[config.mk]
export PLATFORM = sky130hd
export DESIGN_NAME = ewm_log2
export DESIGN_NICKNAME = d
export VERILOG_FILES = /design/src/sv/ewm_pkg.sv /design/src/sv/ewm_log2.sv
export SDC_FILE = /design/constraint.sdc
export NUM_CORES = 2
export LEC_CHECK = 0
export ABC_AREA = 1
export BUFFER_PORTS_ARGS = -buffer_cell sky130_fd_sc_hd__buf_2
export CAP_MARGIN = 20
export CORE_MARGIN = 8
export CORE_UTILIZATION = 50
export CTS_CLUSTER_SIZE = 8
export DETAILED_ROUTE_END_ITERATION = 10
export PLACE_DENSITY = 0.66
export SYNTH_ARGS = -nofsm -noshare
export SYNTH_HDL_FRONTEND = slang
export SYNTH_SLANG_ARGS = --single-unit
[constraint.sdc]
create_clock -name clk -period 22 [get_ports clk]
set_clock_uncertainty 0.1 [all_clocks]
set_input_delay 0 -clock clk [delete_from_list [all_inputs] [get_ports clk]]
set_output_delay 0 -clock clk [all_outputs]
set_load 0.05 [all_outputs]
[src/sv/ewm_pkg.sv]
`timescale 1ns / 1ps

package ewm_pkg;

    localparam int MAX_EXPERTS = 8;
    localparam int EXPERT_W    = $clog2(MAX_EXPERTS);
    localparam int SYMBOL_W    = 8;
    localparam int ALPHABET    = 1 << SYMBOL_W;
    localparam int PROB_W      = 16;
    localparam int OP_W        = 3;
    localparam int CNT_W       = EXPERT_W + 1;
    localparam int ADDR_W      = EXPERT_W + SYMBOL_W;
    localparam int STORE_DEPTH = MAX_EXPERTS * ALPHABET;
    localparam int SUM_W       = 24;
    localparam int LW_W        = 24;
    localparam int ETA_W       = 16;
    localparam int EX_W        = PROB_W + 1;
    localparam int ESUM_W      = EX_W + EXPERT_W;
    localparam int LOGX_W      = ESUM_W;
    localparam int LOG_W       = 18;
    localparam int DIV_W       = PROB_W + SUM_W + EXPERT_W;
    localparam int EXP_STEPS   = 12;
    localparam int PADDR_W     = 4;

    localparam logic [PROB_W-1:0] W_RST = (MAX_EXPERTS == 1) ? {PROB_W{1'b1}} :
        PROB_W'((1 << PROB_W) / MAX_EXPERTS);
    localparam logic signed [LW_W-1:0] LW_RST = LW_W'(-($clog2(MAX_EXPERTS) * 4096));
    localparam logic signed [LW_W-1:0] LW_MIN = {1'b1, {(LW_W-1){1'b0}}};
    localparam logic signed [LW_W-1:0] LW_MAX = {1'b0, {(LW_W-1){1'b1}}};

    typedef enum logic [OP_W-1:0] {
        OP_LOAD   = 3'd0,
        OP_QUERY  = 3'd1,
        OP_UPDATE = 3'd2,
        OP_READ   = 3'd3,
        OP_RESET  = 3'd4
    } op_t;

    localparam logic [1:0] REG_EXPERTS = 2'd0;
    localparam logic [1:0] REG_ETA     = 2'd1;
    localparam logic [1:0] REG_FLOOR   = 2'd2;

    typedef enum logic [4:0] {
        S_CLEAR, S_IDLE, S_LD_RD, S_LD_WR,
        S_Q_RD, S_Q_MUL, S_Q_ACC, S_Q_DIV, S_Q_WAIT,
        S_U_RD, S_U_LOG, S_U_LWAIT, S_U_MUL, S_U_ADD, S_U_MAX,
        S_U_EXP0, S_U_EXP, S_U_EXPSH, S_U_LSUM, S_U_LSWAIT, S_U_DIV, S_U_DWAIT,
        S_R_START, S_R_WAIT, S_RESULT
    } ewm_state_t;

    typedef logic [EXP_STEPS-1:0][31:0] exp_tab_t;

    function automatic logic [63:0] isqrt64(input logic [63:0] v);
        logic [63:0] res;
        logic [63:0] bt;
        logic [63:0] rem;
        res = '0;
        bt  = 64'd1 << 62;
        rem = v;
        for (int i = 0; i < 32; i++) begin
            if (rem >= res + bt) begin
                rem = rem - (res + bt);
                res = (res >> 1) + bt;
            end else begin
                res = res >> 1;
            end
            bt = bt >> 2;
        end
        return res;
    endfunction

    // Factors 2^-(2^-(k+1)) in Q.32, each the square root of the one before.
    function automatic exp_tab_t calc_exp_tab();
        exp_tab_t tab;
        logic [63:0] c;
        c = 64'd1 << 31;
        for (int k = 0; k < EXP_STEPS; k++) begin
            c = isqrt64(c << 32);
            tab[k] = c[31:0];
        end
        return tab;
    endfunction

    localparam exp_tab_t EXP_C = calc_exp_tab();

endpackage

[src/sv/ewm_log2.sv]
`timescale 1ns / 1ps

module ewm_log2 (
    input  logic                              clk,
    input  logic                              rst_n,
    input  logic                              start,
    input  logic [ewm_pkg::LOGX_W-1:0]        x,
    output logic                              done,
    output logic signed [ewm_pkg::LOG_W-1:0]  result
);
    import ewm_pkg::*;

    logic        busy_reg;
    logic        done_reg;
    logic [3:0]  cnt_reg;
    logic [30:0] m_reg;
    logic [5:0]  pm_reg;
    logic [11:0] frac_reg;
    logic [4:0]  msb;
    logic [61:0] sq;
    logic [31:0] ms;

    // Leading one position.
    always_comb
    begin
        msb = '0;
        for (int i = 0; i < LOGX_W; i++)
        begin
            if (x[i])
            begin
                msb = 5'(i);
            end
        end
    end

    assign sq = 62'(m_reg) * 62'(m_reg);
    assign ms = sq[61:30];

    always_ff @(posedge clk or negedge rst_n)
    begin
        if (!rst_n)
        begin
            busy_reg <= 1'b0;
            done_reg <= 1'b0;
            cnt_reg  <= '0;
        end else begin
            done_reg <= busy_reg && (cnt_reg == 4'd0);
            if (start)
            begin
                busy_reg <= 1'b1;
                cnt_reg  <= 4'(EXP_STEPS - 1);
            end else if (busy_reg)
            begin
                cnt_reg <= cnt_reg - 4'd1;
                if (cnt_reg == 4'd0)
                begin
                    busy_reg <= 1'b0;
                end
            end
        end
    end

    // Square the mantissa; each overflow past 2.0 yields one fraction bit.
    always_ff @(posedge clk)
    begin
        if (start)
        begin
            m_reg    <= 31'(x) << (5'd30 - msb);
            pm_reg   <= 6'({1'b0, msb}) - 6'd16;
            frac_reg <= '0;
        end else if (busy_reg)
        begin
            frac_reg <= {frac_reg[10:0], ms[31]};
            m_reg    <= ms[31] ? ms[31:1] : ms[30:0];
        end
    end

    assign done   = done_reg;
    assign result = {pm_reg, frac_reg};

endmodule

==> impl_metrics.yaml <==
status:
  status: "finished clean"
synthesis:
  ys_top_cells_by_area: "fa_1 (48%), inv_1 (14%), ha_1 (11%)"
  synth_cells: 3776
  async_flop_share_pct: 11.1
  yosys.cell_types.count: 56
  syn_area_per_cell_um2: 8.28
  synth_top_area_cell: "fa_1"
  syn_area_mm2: 0.0313
  ys_ff_latch: 54
  synth-main-ff-cell: "edfxtp_1"
  yosysWarnings: 0
  synth_top_cell_area_share_pct: 47.8
  syn_nets: 4817
  yosysMostFrequentCell: "inv_1"
  synth_edf_count: 36
  seq_area_frac_synth_pct: 4.71
  synth_common_cells: "inv_1 (1207), fa_1 (747), nand2_1 (701)"
timing:
  worstMarginPinSlew_ns: 1.14
  rsz0062_at_grt: "false"
  max_slew_margin_pct: 23.8
  drv_slew: 0
  setup-violations-final: 0
  layout_min_cycle_time_ns: 8.57
  post-route-period-util_pct: 38.9
  hold_viol: 0
  tns_ns: 0
  fmax_ghz: 0.117
grt:
  grt_max_degree: 34
  use_met3_pct: 2.60
  grt_pass1_wl_um: 131000
  met1_usage_pct: 32.0
  antenna_found_initial: 0
  grt_pass1_vias: 24900
  grt-ovfl-total: 0
  track_usage_pct: 23.3
  busiest_layer: "met2"
  use_met2_pct: 39.8
clocking:
  clk_pin_slew_ns: 0.10
  cts_tree: "done"
  cts_buffers: 5
  cts-resized-gates: 0
  numClockSinks: 54
  clockRootBuffer: "clkbuf_16"
  clockBufferDepth: 2
  postCtsSetupBuffers: 0
  clkLatencyLatePin_ns: 0.33
  ctsHtreeMaxLevel: 2
  cts_hold_buf: 2
final_layout:
  largest_reg_flops: 31
  diodes: 0
  area.growth.synth_to_final_pct: 3.79
  drive_above_1_share_pct: 3.15
  fillers: 5904
  layout.nets: 4781
die:
  die_w_um: 266
  die_y_um: 266
  dieArea_mm2: 0.0708
  rows: 91
  core_mm2: 0.0618
  num_io_pins: 42
  initial_core_util_pct: 50.6
drt:
  drt_iter0_markers: 1484
  ant_nets: 0
  wl_per_cell_um: 17.1
  vias_per_cell: 5.08
  num_vias: 23200
  drt_wl_total_um: 78500
  drc_errors: 0
  first_pass_iters: 7
worst_hold_path:
  min-delay-path-class: "in -> reg"
placement:
  routabilityCongestion: 0.927
  io_buffers: 41
  dp_hpwl_um: 64500
setup_path:
  crit_family: "adder cells"
  crit_type: "reg -> reg"
  arrival_ns: 8.55
  crit_path_start_kind: "flop"
  cp-end-kind: "flop"
  critPathBufInv: 6
  critPathMaxStageDelay_ns: 1.11
  path_max_fanout: 22
  cp_common_cell: "fa_1"
  cp_slowest_cell: "edfxtp_1"
  cp.required_ns: 21.98
run:
  maxCapViolCount: 0
[cells in the final DEF, fill, tap and decap left out, types with 15 or more instances in the layout]
| cell type | count |
|---|---|
| a21oi_1 | 103 |
| a31oi_1 | 26 |
| buf_2 | 41 |
| buf_4 | 37 |
| edfxtp_1 | 36 |
| fa_1 | 747 |
| ha_1 | 271 |
| inv_1 | 1207 |
| nand2_1 | 701 |
| nand3_1 | 142 |
| nor2_1 | 150 |
| o211ai_1 | 15 |
| o21ai_0 | 57 |
| xnor2_1 | 26 |
| xor2_1 | 30 |
[final cells by class]
class	instances	area (um^2)	area share, %
clock buffers	5	125	0.386
clock inverters	3	28.8	0.0887
inverters	1211	4550	14.0
multi-input cells	2388	24700	76.2
flip-flops and latches	54	1470	4.53
well taps	837	1050	3.23
repair buffers	80	503	1.55
[routing by layer]
| metal | share of wire (%) | vias up |
|---|---|---|
| met4 | 2.1 | 0 |
| met2 | 49 | 723 |
| met5 | 0 | - |
| li1 | - | 10800 |
| met1 | 43 | 11600 |
| met3 | 6.2 | 106 |
[worst register-to-register path, cell delays in order (launching register included)]
cell and delay, ns:
edfxtp_1 1.11, buf_4 0.43, nand2_1 0.15, inv_1 0.09, fa_1 0.43, fa_1 0.56
inv_1 0.06, fa_1 0.52, fa_1 0.41, inv_1 0.07, fa_1 0.43, fa_1 0.56
fa_1 0.42, fa_1 0.50, ha_1 0.34, a21oi_1 0.15, inv_1 0.06, a31oi_1 0.30
o21ai_0 0.15, a21oi_1 0.16, o21ai_2 0.11, nand4_2 0.10, nand2_1 0.07, nand2_1 0.10
nand2_4 0.12, nor2_4 0.17, inv_2 0.19, o211ai_1 0.46
[per-stage QoR]
stage | instances | util (%) | area, um^2 | hold WS (ns) | setup slack [ns]
2_1_floorplan | 3776 | - | 31300 | -0.396 | 14.63
3_3_place_gp | 4568 | 52.2 | 32300 | -0.263 | 13.62
3_5_place_dp | 4568 | 52.2 | 32300 | -0.265 | 13.56
4_1_cts | 4578 | 52.5 | 32500 | 0.0218 | 13.52
5_1_grt | 4578 | 52.5 | 32500 | 0.0928 | 13.10
6_report | 4578 | 52.5 | 32500 | 0.0392 | 13.43
[path summary, 6_finish.rpt]
kind | endpoint | slack (ns) | cells after the start | startpoint
worst max register to register | m_reg[11] | 13.43 | 27 | m_reg[7]
worst min register to register | cnt_reg[3] | 0.39 | 1 | cnt_reg[3]
min in group asynchronous | cnt_reg[0] | 0.53 | 3 | rst_n
worst max-delay path | m_reg[11] | 13.43 | 27 | m_reg[7]
max in group asynchronous | cnt_reg[1] | 21.05 | 3 | rst_n
worst min-delay path | pm_reg[1] | 0.04 | 3 | x[18]
[kinds of logic after synthesis]
kind of cell,Yosys count,share of synthesized area [%]
flops,54,4.71
xor+xnor,58,1.68
fa+ha+maj,1018,58.7
simple gates,1047,13.7
compound gates,265,5.00
buf+inv,1334,16.2
Power is not shown: default switching activity piles up to over one toggle a cycle in this logic, so the estimate is an artifact.
