`config.mk`:
```
export PLATFORM = sky130hd
export DESIGN_NAME = ewm_div
export DESIGN_NICKNAME = d
export VERILOG_FILES = /design/src/sv/ewm_pkg.sv /design/src/sv/ewm_div.sv
export SDC_FILE = /design/constraint.sdc
export NUM_CORES = 1
export LEC_CHECK = 0
export ABC_AREA = 1
export ABC_CLOCK_PERIOD_IN_PS = 3100
export BUFFER_PORTS_ARGS = -buffer_cell sky130_fd_sc_hd__buf_2
export CAP_MARGIN = 10
export CORE_AREA = 2 2 123 185
export DETAILED_ROUTE_END_ITERATION = 8
export DIE_AREA = 0 0 125 187
export PLACE_DENSITY = 0.68
export SLEW_MARGIN = 15
export SYNTH_ARGS = -nofsm -noshare
export SYNTH_HDL_FRONTEND = slang
export SYNTH_SLANG_ARGS = --single-unit
```
`constraint.sdc`:
```
create_clock -name clk -period 3.1 [get_ports clk]
set_clock_uncertainty 0.2 [all_clocks]
set_input_delay 0.155 -clock clk [delete_from_list [all_inputs] [get_ports clk]]
set_output_delay 0.155 -clock clk [all_outputs]
set_load 0.005 [all_outputs]
```
`src/sv/ewm_pkg.sv`:
```
`timescale 1ns / 1ps

package ewm_pkg;

    localparam int MAX_EXPERTS = 8;
    localparam int EXPERT_W    = $clog2(MAX_EXPERTS);
    localparam int SYMBOL_W    = 8;
    localparam int ALPHABET    = 1 << SYMBOL_W;
    localparam int PROB_W      = 16;
    localparam int OP_W        = 3;
    localparam int CNT_W       = EXPERT_W + 1;
    localparam int ADDR_W      = EXPERT_W + SYMBOL_W;
    localparam int STORE_DEPTH = MAX_EXPERTS * ALPHABET;
    localparam int SUM_W       = 24;
    localparam int LW_W        = 24;
    localparam int ETA_W       = 16;
    localparam int EX_W        = PROB_W + 1;
    localparam int ESUM_W      = EX_W + EXPERT_W;
    localparam int LOGX_W      = ESUM_W;
    localparam int LOG_W       = 18;
    localparam int DIV_W       = PROB_W + SUM_W + EXPERT_W;
    localparam int EXP_STEPS   = 12;
    localparam int PADDR_W     = 4;

    localparam logic [PROB_W-1:0] W_RST = (MAX_EXPERTS == 1) ? {PROB_W{1'b1}} :
        PROB_W'((1 << PROB_W) / MAX_EXPERTS);
    localparam logic signed [LW_W-1:0] LW_RST = LW_W'(-($clog2(MAX_EXPERTS) * 4096));
    localparam logic signed [LW_W-1:0] LW_MIN = {1'b1, {(LW_W-1){1'b0}}};
    localparam logic signed [LW_W-1:0] LW_MAX = {1'b0, {(LW_W-1){1'b1}}};

    typedef enum logic [OP_W-1:0] {
        OP_LOAD   = 3'd0,
        OP_QUERY  = 3'd1,
        OP_UPDATE = 3'd2,
        OP_READ   = 3'd3,
        OP_RESET  = 3'd4
    } op_t;

    localparam logic [1:0] REG_EXPERTS = 2'd0;
    localparam logic [1:0] REG_ETA     = 2'd1;
    localparam logic [1:0] REG_FLOOR   = 2'd2;

    typedef enum logic [4:0] {
        S_CLEAR, S_IDLE, S_LD_RD, S_LD_WR,
        S_Q_RD, S_Q_MUL, S_Q_ACC, S_Q_DIV, S_Q_WAIT,
        S_U_RD, S_U_LOG, S_U_LWAIT, S_U_MUL, S_U_ADD, S_U_MAX,
        S_U_EXP0, S_U_EXP, S_U_EXPSH, S_U_LSUM, S_U_LSWAIT, S_U_DIV, S_U_DWAIT,
        S_R_START, S_R_WAIT, S_RESULT
    } ewm_state_t;

    typedef logic [EXP_STEPS-1:0][31:0] exp_tab_t;

    function automatic logic [63:0] isqrt64(input logic [63:0] v);
        logic [63:0] res;
        logic [63:0] bt;
        logic [63:0] rem;
        res = '0;
        bt  = 64'd1 << 62;
        rem = v;
        for (int i = 0; i < 32; i++) begin
            if (rem >= res + bt) begin
                rem = rem - (res + bt);
                res = (res >> 1) + bt;
            end else begin
                res = res >> 1;
            end
            bt = bt >> 2;
        end
        return res;
    endfunction

    // Factors 2^-(2^-(k+1)) in Q.32, each the square root of the one before.
    function automatic exp_tab_t calc_exp_tab();
        exp_tab_t tab;
        logic [63:0] c;
        c = 64'd1 << 31;
        for (int k = 0; k < EXP_STEPS; k++) begin
            c = isqrt64(c << 32);
            tab[k] = c[31:0];
        end
        return tab;
    endfunction

    localparam exp_tab_t EXP_C = calc_exp_tab();

endpackage

```
`src/sv/ewm_div.sv`:
```
`timescale 1ns / 1ps

module ewm_div (
    input  logic                        clk,
    input  logic                        rst_n,
    input  logic                        start,
    input  logic [ewm_pkg::DIV_W-1:0]   num,
    input  logic [ewm_pkg::DIV_W-1:0]   den,
    output logic                        done,
    output logic [ewm_pkg::PROB_W-1:0]  quot
);
    import ewm_pkg::*;

    logic              busy_reg;
    logic              done_reg;
    logic [4:0]        cnt_reg;
    logic [DIV_W:0]    rem_reg;
    logic [DIV_W-1:0]  den_reg;
    logic [PROB_W:0]   q_reg;
    logic              ge;
    logic [DIV_W:0]    diff;

    assign ge   = rem_reg >= {1'b0, den_reg};
    assign diff = rem_reg - {1'b0, den_reg};

    always_ff @(posedge clk or negedge rst_n)
    begin
        if (!rst_n)
        begin
            busy_reg <= 1'b0;
            done_reg <= 1'b0;
            cnt_reg  <= '0;
        end else begin
            done_reg <= busy_reg && (cnt_reg == 5'd0);
            if (start)
            begin
                busy_reg <= 1'b1;
                cnt_reg  <= 5'(PROB_W);
            end else if (busy_reg)
            begin
                cnt_reg <= cnt_reg - 5'd1;
                if (cnt_reg == 5'd0)
                begin
                    busy_reg <= 1'b0;
                end
            end
        end
    end

    // Restoring division of num * 2^16 by den, one quotient bit a cycle;
    // num never exceeds den, so 17 bits cover the quotient.
    always_ff @(posedge clk)
    begin
        if (start)
        begin
            rem_reg <= {1'b0, num};
            den_reg <= den;
            q_reg   <= '0;
        end else if (busy_reg)
        begin
            q_reg   <= {q_reg[PROB_W-1:0], ge};
            rem_reg <= (ge ? diff : rem_reg) << 1;
        end
    end

    always_comb
    begin
        if (den_reg == '0)
        begin
            quot = '0;
        end else if (q_reg[PROB_W])
        begin
            quot = {PROB_W{1'b1}};
        end else begin
            quot = q_reg[PROB_W-1:0];
        end
    end

    assign done = done_reg;

endmodule
```
==> flow_summary.yaml, run 1 <==
outcome:
  outcome: "completed"
yosys:
  syn-instance-count: 1250
  ys_seq_area_share_pct: 36.5
  ys_types: 37
  netlist_area_um2: 8550
  avgSynthCellArea_um2: 6.84
  syn_nets: 1385
  ys_ff_latch: 111
  yosys_warnings: 0
floorplan:
  initial_utilization_pct: 38.9
  core_area_um2: 22000
  die_height_um: 187
  dieArea_um2: 23400
  num_rows: 67
  die_w_um: 125
  io_pins: 106
pwr:
  leakage_nw: 5.49
  power_density_nw_per_um2: 863
  peakVddDrop_uv: 440
cells_and_area:
  syn_to_final_growth_pct: 24.3
  final_nets: 1577
  layout-drive-gt1-share_pct: 11.5
  post-route-util_pct: 48.4
  fillers: 2290
  final_cell_area_um2: 10600
  multi_input_area_um2: 4440
  layout_commonest_cell: "nand2_1"
  largest_reg_flops: 44
  num_antenna_cells: 0
  layout_common_cells: "nand2_1 (460), inv_1 (229), buf_2 (104)"
  seqCellArea_um2: 3120
drt:
  drtIter0Drc: 463
  ant_nets: 0
  wl_um: 25500
  drc_errors: 0
  dr.pass1.iters: 5
  viasPerCell: 4.82
  wl_per_cell_um: 14.8
  num_vias: 8305
placement:
  place_congestion: 0.993
  hpwl_um: 19200
  dpl_cell_area_um2: 9360
  port-buffer-count: 105
job:
  cap_violations: 0
grt:
  grt_pass1_vias: 8526
  grt_max_degree: 52
  grt_pass1_wl_um: 40600
  track_usage_pct: 21.6
  grt_antenna_before_repair: 0
  grt.overflow.total: 0
sta:
  finalMaxSlewViolations: 0
  hold_viol_final: 0
  hold_ws_ns: 0.0473
  worst_pin_slew_ns: 0.847
  relSlewSlack_pct: 43.4
  min_period_ns: 2.91
  tns_ns: 0
  rsz0062_at_grt: "no"
  fmax_mhz: 344
  setup_viol: 0
  period_share_pct: 93.8
clock_network:
  cts_root_buf: "clkbuf_16"
  cts_tree: "done"
  clk_latency_ns: 0.38
  htreeDepth: 3
  cts.path.max_buffers: 2
  cts_sinks: 111
  cts_buffers: 9
  cts.reportedPaths.clkPinSlew_ns: 0.08
setup_path:
  worst_setup_path_start_kind: "flop"
  critPathKind: "flop to flop"
  crit_required_ns: 3.03
  critPathArrivalTime_ns: 2.84
  end_kind: "flop"
  worstPathMaxFanout: 19
worst_hold_path:
  hp-class: "input pin to flop"
[what timing repair did]
action                                  CTS  global route
resized for setup                         0             5
endpoints found under the setup margin    0            42
endpoints found under the hold margin    93             0
hold buffers                             88             0
setup buffers                             0             2
[cells by family after synthesis]
group,synth area share (%)
compound gates,5.35
flops,36.5
xor+xnor,2.25
simple gates,36.5
buf+inv,12.6
fa+ha+maj,6.82
[cells in the mapped netlist]
library cell / instances / area [um2]
nand2_1: 460 / 1730
inv_1: 230 / 863
nand3_1: 89 / 445
edfxtp_1: 86 / 2580
nor2_1: 80 / 300
a21oi_1: 47 / 235
ha_1: 45 / 563
nand3b_1: 44 / 330
xnor2_1: 21 / 184
dfxtp_1: 18 / 360
o22ai_1: 17 / 106
nor4_1: 10 / 62.6
buf_2: 9 / 45.0
clkbuf_1: 9 / 33.8
inv_2: 8 / 30.0
nand4_1: 8 / 50.1
o21ai_0: 8 / 40.0
dfrtp_1: 7 / 175
nor2_2: 7 / 43.8
nor3_1: 7 / 35.0
o21bai_1: 7 / 52.6
clkinv_1: 6 / 22.5
nand2_2: 6 / 37.5
buf_6: 4 / 45.0
buf_4: 3 / 22.5
and2_1: 2 / 12.5
nor2_4: 2 / 22.5
a21o_1: 1 / 7.51
a21oi_2: 1 / 8.76
buf_8: 1 / 15.0
fa_1: 1 / 20.0
nand2_4: 1 / 11.3
nand2_8: 1 / 20.0
nor3_2: 1 / 10.0
nor3_4: 1 / 16.3
o21a_1: 1 / 7.51
xor2_1: 1 / 8.76
[final timing paths]
kind / endpoint / depth (start not counted) / from / slack (ns)
max in group asynchronous: cnt_reg[1] / 3 / rst_n / 1.91
min: den_reg[35] / 1 / start / 0.05
min reg2reg: cnt_reg[4] / 1 / cnt_reg[4] / 0.29
min in group asynchronous: cnt_reg[4] / 3 / rst_n / 0.54
max: rem_reg[22] / 12 / rem_reg[27] / 0.19
max reg2reg: rem_reg[22] / 12 / rem_reg[27] / 0.19
[report_power, final]
group / leakage (nW) / switching [mW] / total [mW] / internal, mW
clock network: 0.146 / 0.593 / 1.18 / 0.587
logic: 4.23 / 3.59 / 5.68 / 2.09
registers: 1.11 / 0.220 / 2.32 / 2.10
total: 5.49 / 4.40 / 9.18 / 4.78
[worst max-delay path, stage by stage, from the launching register on]
cell and delay, ns:
edfxtp_1 0.40, ha_1 0.39, nand2_2 0.13, inv_1 0.05, a21oi_1 0.29, nand2_1 0.16, a21oi_2 0.16, nand2_2 0.11
nand2_8 0.22, buf_4 0.28, nand3b_1 0.12, nand3_1 0.10, nand2_1 0.06
[final cells by class]
type / instances / area share [%]
Clock buffer: 11 / 2.29
Clock inverter: 5 / 0.435
Inverter: 244 / 8.61
Multi-Input combinational cell: 872 / 41.7
Sequential cell: 111 / 29.3
Tap cell: 276 / 3.25
Timing Repair Buffer: 204 / 14.4
[metal layers]
metal | track usage (%) | wire [um] | vias to the layer above
met2 | 40.0 | 13000 | 185
met5 | 0 | 0 | -
met1 | 23.7 | 10200 | 3738
li1 | - | - | 4310
met4 | 12.5 | 1470 | 0
met3 | 2.35 | 795 | 72
[metrics by stage]
stage | std cells | setup slack, ns | power [mW]
after floorplan | 1250 | 0.522 | 6.36
after global placement | 1614 | 0.265 | 7.59
after detailed placement | 1614 | 0.163 | 7.63
after CTS | 1718 | 0.155 | 8.93
after global routing | 1723 | 0.0412 | 10.1
final | 1723 | 0.194 | 9.18
Note: power is estimated with default switching activity, not from simulation.
==> inputs of run 2 (changes only) <==
--- a/config.mk
+++ b/config.mk
@@ -12,6 +12,8 @@
 export CORE_AREA = 2 2 123 185
 export DETAILED_ROUTE_END_ITERATION = 8
 export DIE_AREA = 0 0 125 187
+export GPL_TIMING_DRIVEN = 0
+export MAX_ROUTING_LAYER = met4
 export PLACE_DENSITY = 0.68
 export SLEW_MARGIN = 15
 export SYNTH_ARGS = -nofsm -noshare
==> flow_summary.yaml, run 2 (same netlist as run 1, synthesis figures left out) <==
grt:
  grt_max_degree: 53
  track_usage_pct: 23.2
  grtUsageMet3_pct: 3.69
  grt.overflow.total: 0
  gr-usage-met1_pct: 23.7
  grt_antenna_before_repair: 0
  grt_pass1_wl_um: 41400
  met2_usage_pct: 41.9
  busiest_layer: "met2"
  grt_pass1_vias: 8453
setup_path:
  critPathArrivalTime_ns: 2.64
  rr_startpoint: "den_reg[0]"
  worstPathMaxFanout: 10
  worst_setup_path_start_kind: "flop"
  crit_required_ns: 2.74
  critPathKind: "flop to output pin"
  end_kind: "output pin"
  r2r_cells: 15
  r2r_slack_ns: 0.16
  reg2reg_to: "rem_reg[36]"
sta:
  hold_viol_final: 0
  fmax_mhz: 333
  period_share_pct: 96.8
  min_period_ns: 3.00
  finalMaxSlewViolations: 0
  timing.final.ws_setup_ns: 0.100
  relSlewSlack_pct: 25.3
  worst_pin_slew_ns: 1.12
  setup_viol: 0
cells_and_area:
  layout_commonest_cell: "nand2_1"
  fillers: 2285
  multi_input_area_um2: 4380
  num_antenna_cells: 0
  largest_reg_flops: 44
  seqCellArea_um2: 3120
  syn_to_final_growth_pct: 24.0
  layout_common_cells: "nand2_1 (460), inv_1 (231), buf_2 (114)"
  layout-drive-gt1-share_pct: 11.5
  stdcell_count: 1735
  final_nets: 1589
clock_network:
  cts.path.max_buffers: 2
  htreeDepth: 3
  cts.reportedPaths.clkPinSlew_ns: 0.07
  cts_sinks: 111
  cts_buffers: 9
  cts_tree: "done"
  clk_latency_ns: 0.38
  cts_root_buf: "clkbuf_16"
placement:
  port-buffer-count: 105
  post-place-ws_ns: -0.174
  dp_cells: 1631
  place_congestion: 1.03
  hpwl_um: 20700
outcome:
  outcome: "completed"
floorplan:
  die_height_um: 187
  dieArea_um2: 23400
  initial_utilization_pct: 38.9
  io_pins: 106
  core_area_um2: 22000
  die_w_um: 125
  num_rows: 67
drt:
  wl_um: 25900
  viasPerCell: 4.79
  dr.pass1.iters: 5
  wl_per_cell_um: 14.9
  ant_nets: 0
  drc_errors: 0
  drtIter0Drc: 417
  num_vias: 8303
worst_hold_path:
  min_from: "den[5]"
  worstHoldEndpoint: "den_reg[5]"
  worstHoldPathCells: 2
  hp-class: "input pin to flop"
job:
  cap_violations: 0
pwr:
  leakage_nw: 5.52
  peakVddDrop_uv: 375
  power_density_nw_per_um2: 853
==> run 2: cell types whose count changed in the layout (fill, tap and decap cells not counted), sizes merged <==
cell    change
inv         -1
nand2       -3
buf         +6
clkbuf      +8
clkinv      +2
==> run 2: power breakdown <==
part / internal (mW) / switching, mW / total, mW / leakage (nW)
combinational: 2.06 / 3.55 / 5.61 / 4.26
sequential: 2.10 / 0.221 / 2.32 / 1.11
clock: 0.553 / 0.565 / 1.12 / 0.139
==> run 2: final cells by class <==
| type | instances | share of cell area, % |
|---|---|---|
| Timing Repair Buffer | 193 | 13.3 |
| Inverter | 244 | 8.64 |
| Clock buffer | 10 | 2.16 |
| Buffer | 26 | 1.56 |
| Multi-Input combinational cell | 869 | 41.3 |
| Sequential cell | 111 | 29.4 |
| Tap cell | 276 | 3.26 |
| Clock inverter | 6 | 0.448 |
==> run 2: worst max-delay path by stage <==
stage,depth (start not counted),start,to
2_1_floorplan,4,start,rem_reg[0]
6_report,6,den_reg[16],quot[7]
3_5_place_dp,5,start,rem_reg[21]
4_1_cts,6,den_reg[16],quot[7]
3_3_place_gp,5,start,rem_reg[19]
5_1_grt,15,den_reg[0],rem_reg[36]
==> run 2: stage by stage <==
step / total power, mW / hold slack, ns / util, % / area (um2) / setup TNS [ns]
2_1_floorplan: 6.36 / -0.341 / - / 8550 / 0
3_3_place_gp: 7.76 / -0.200 / 42.9 / 9420 / -86.86
3_5_place_dp: 7.81 / -0.204 / 42.9 / 9430 / -7.99
5_1_grt: 9.89 / 0.279 / 48.3 / 10600 / -0.00566
4_1_cts: 9.05 / 0.274 / 48.2 / 10600 / 0
6_report: 9.05 / 0.285 / 48.3 / 10600 / 0
==> run 2: repair_timing <==
item                                    4_1_cts  5_1_grt
gates resized for setup                       1        3
hold endpoints to repair                     93        0
endpoints found under the setup margin       10       34
buffers inserted                              0        0
hold buffers                                 88        0
==> run 2: worst max-delay path, stage by stage (launching register included) <==
cell and delay, ns:
edfxtp_1 0.40, nor4_1 0.57, nand4_1 0.40, nor3_4 0.40, buf_2 0.28, a21oi_1 0.06, buf_2 0.15
==> run 2: routing by layer <==
metal  part of all wire [%]  vias up
met1                     39     3718
li1                       -     4325
met5                      0        -
met2                     52      192
met4                    5.7        0
met3                    4.0       68
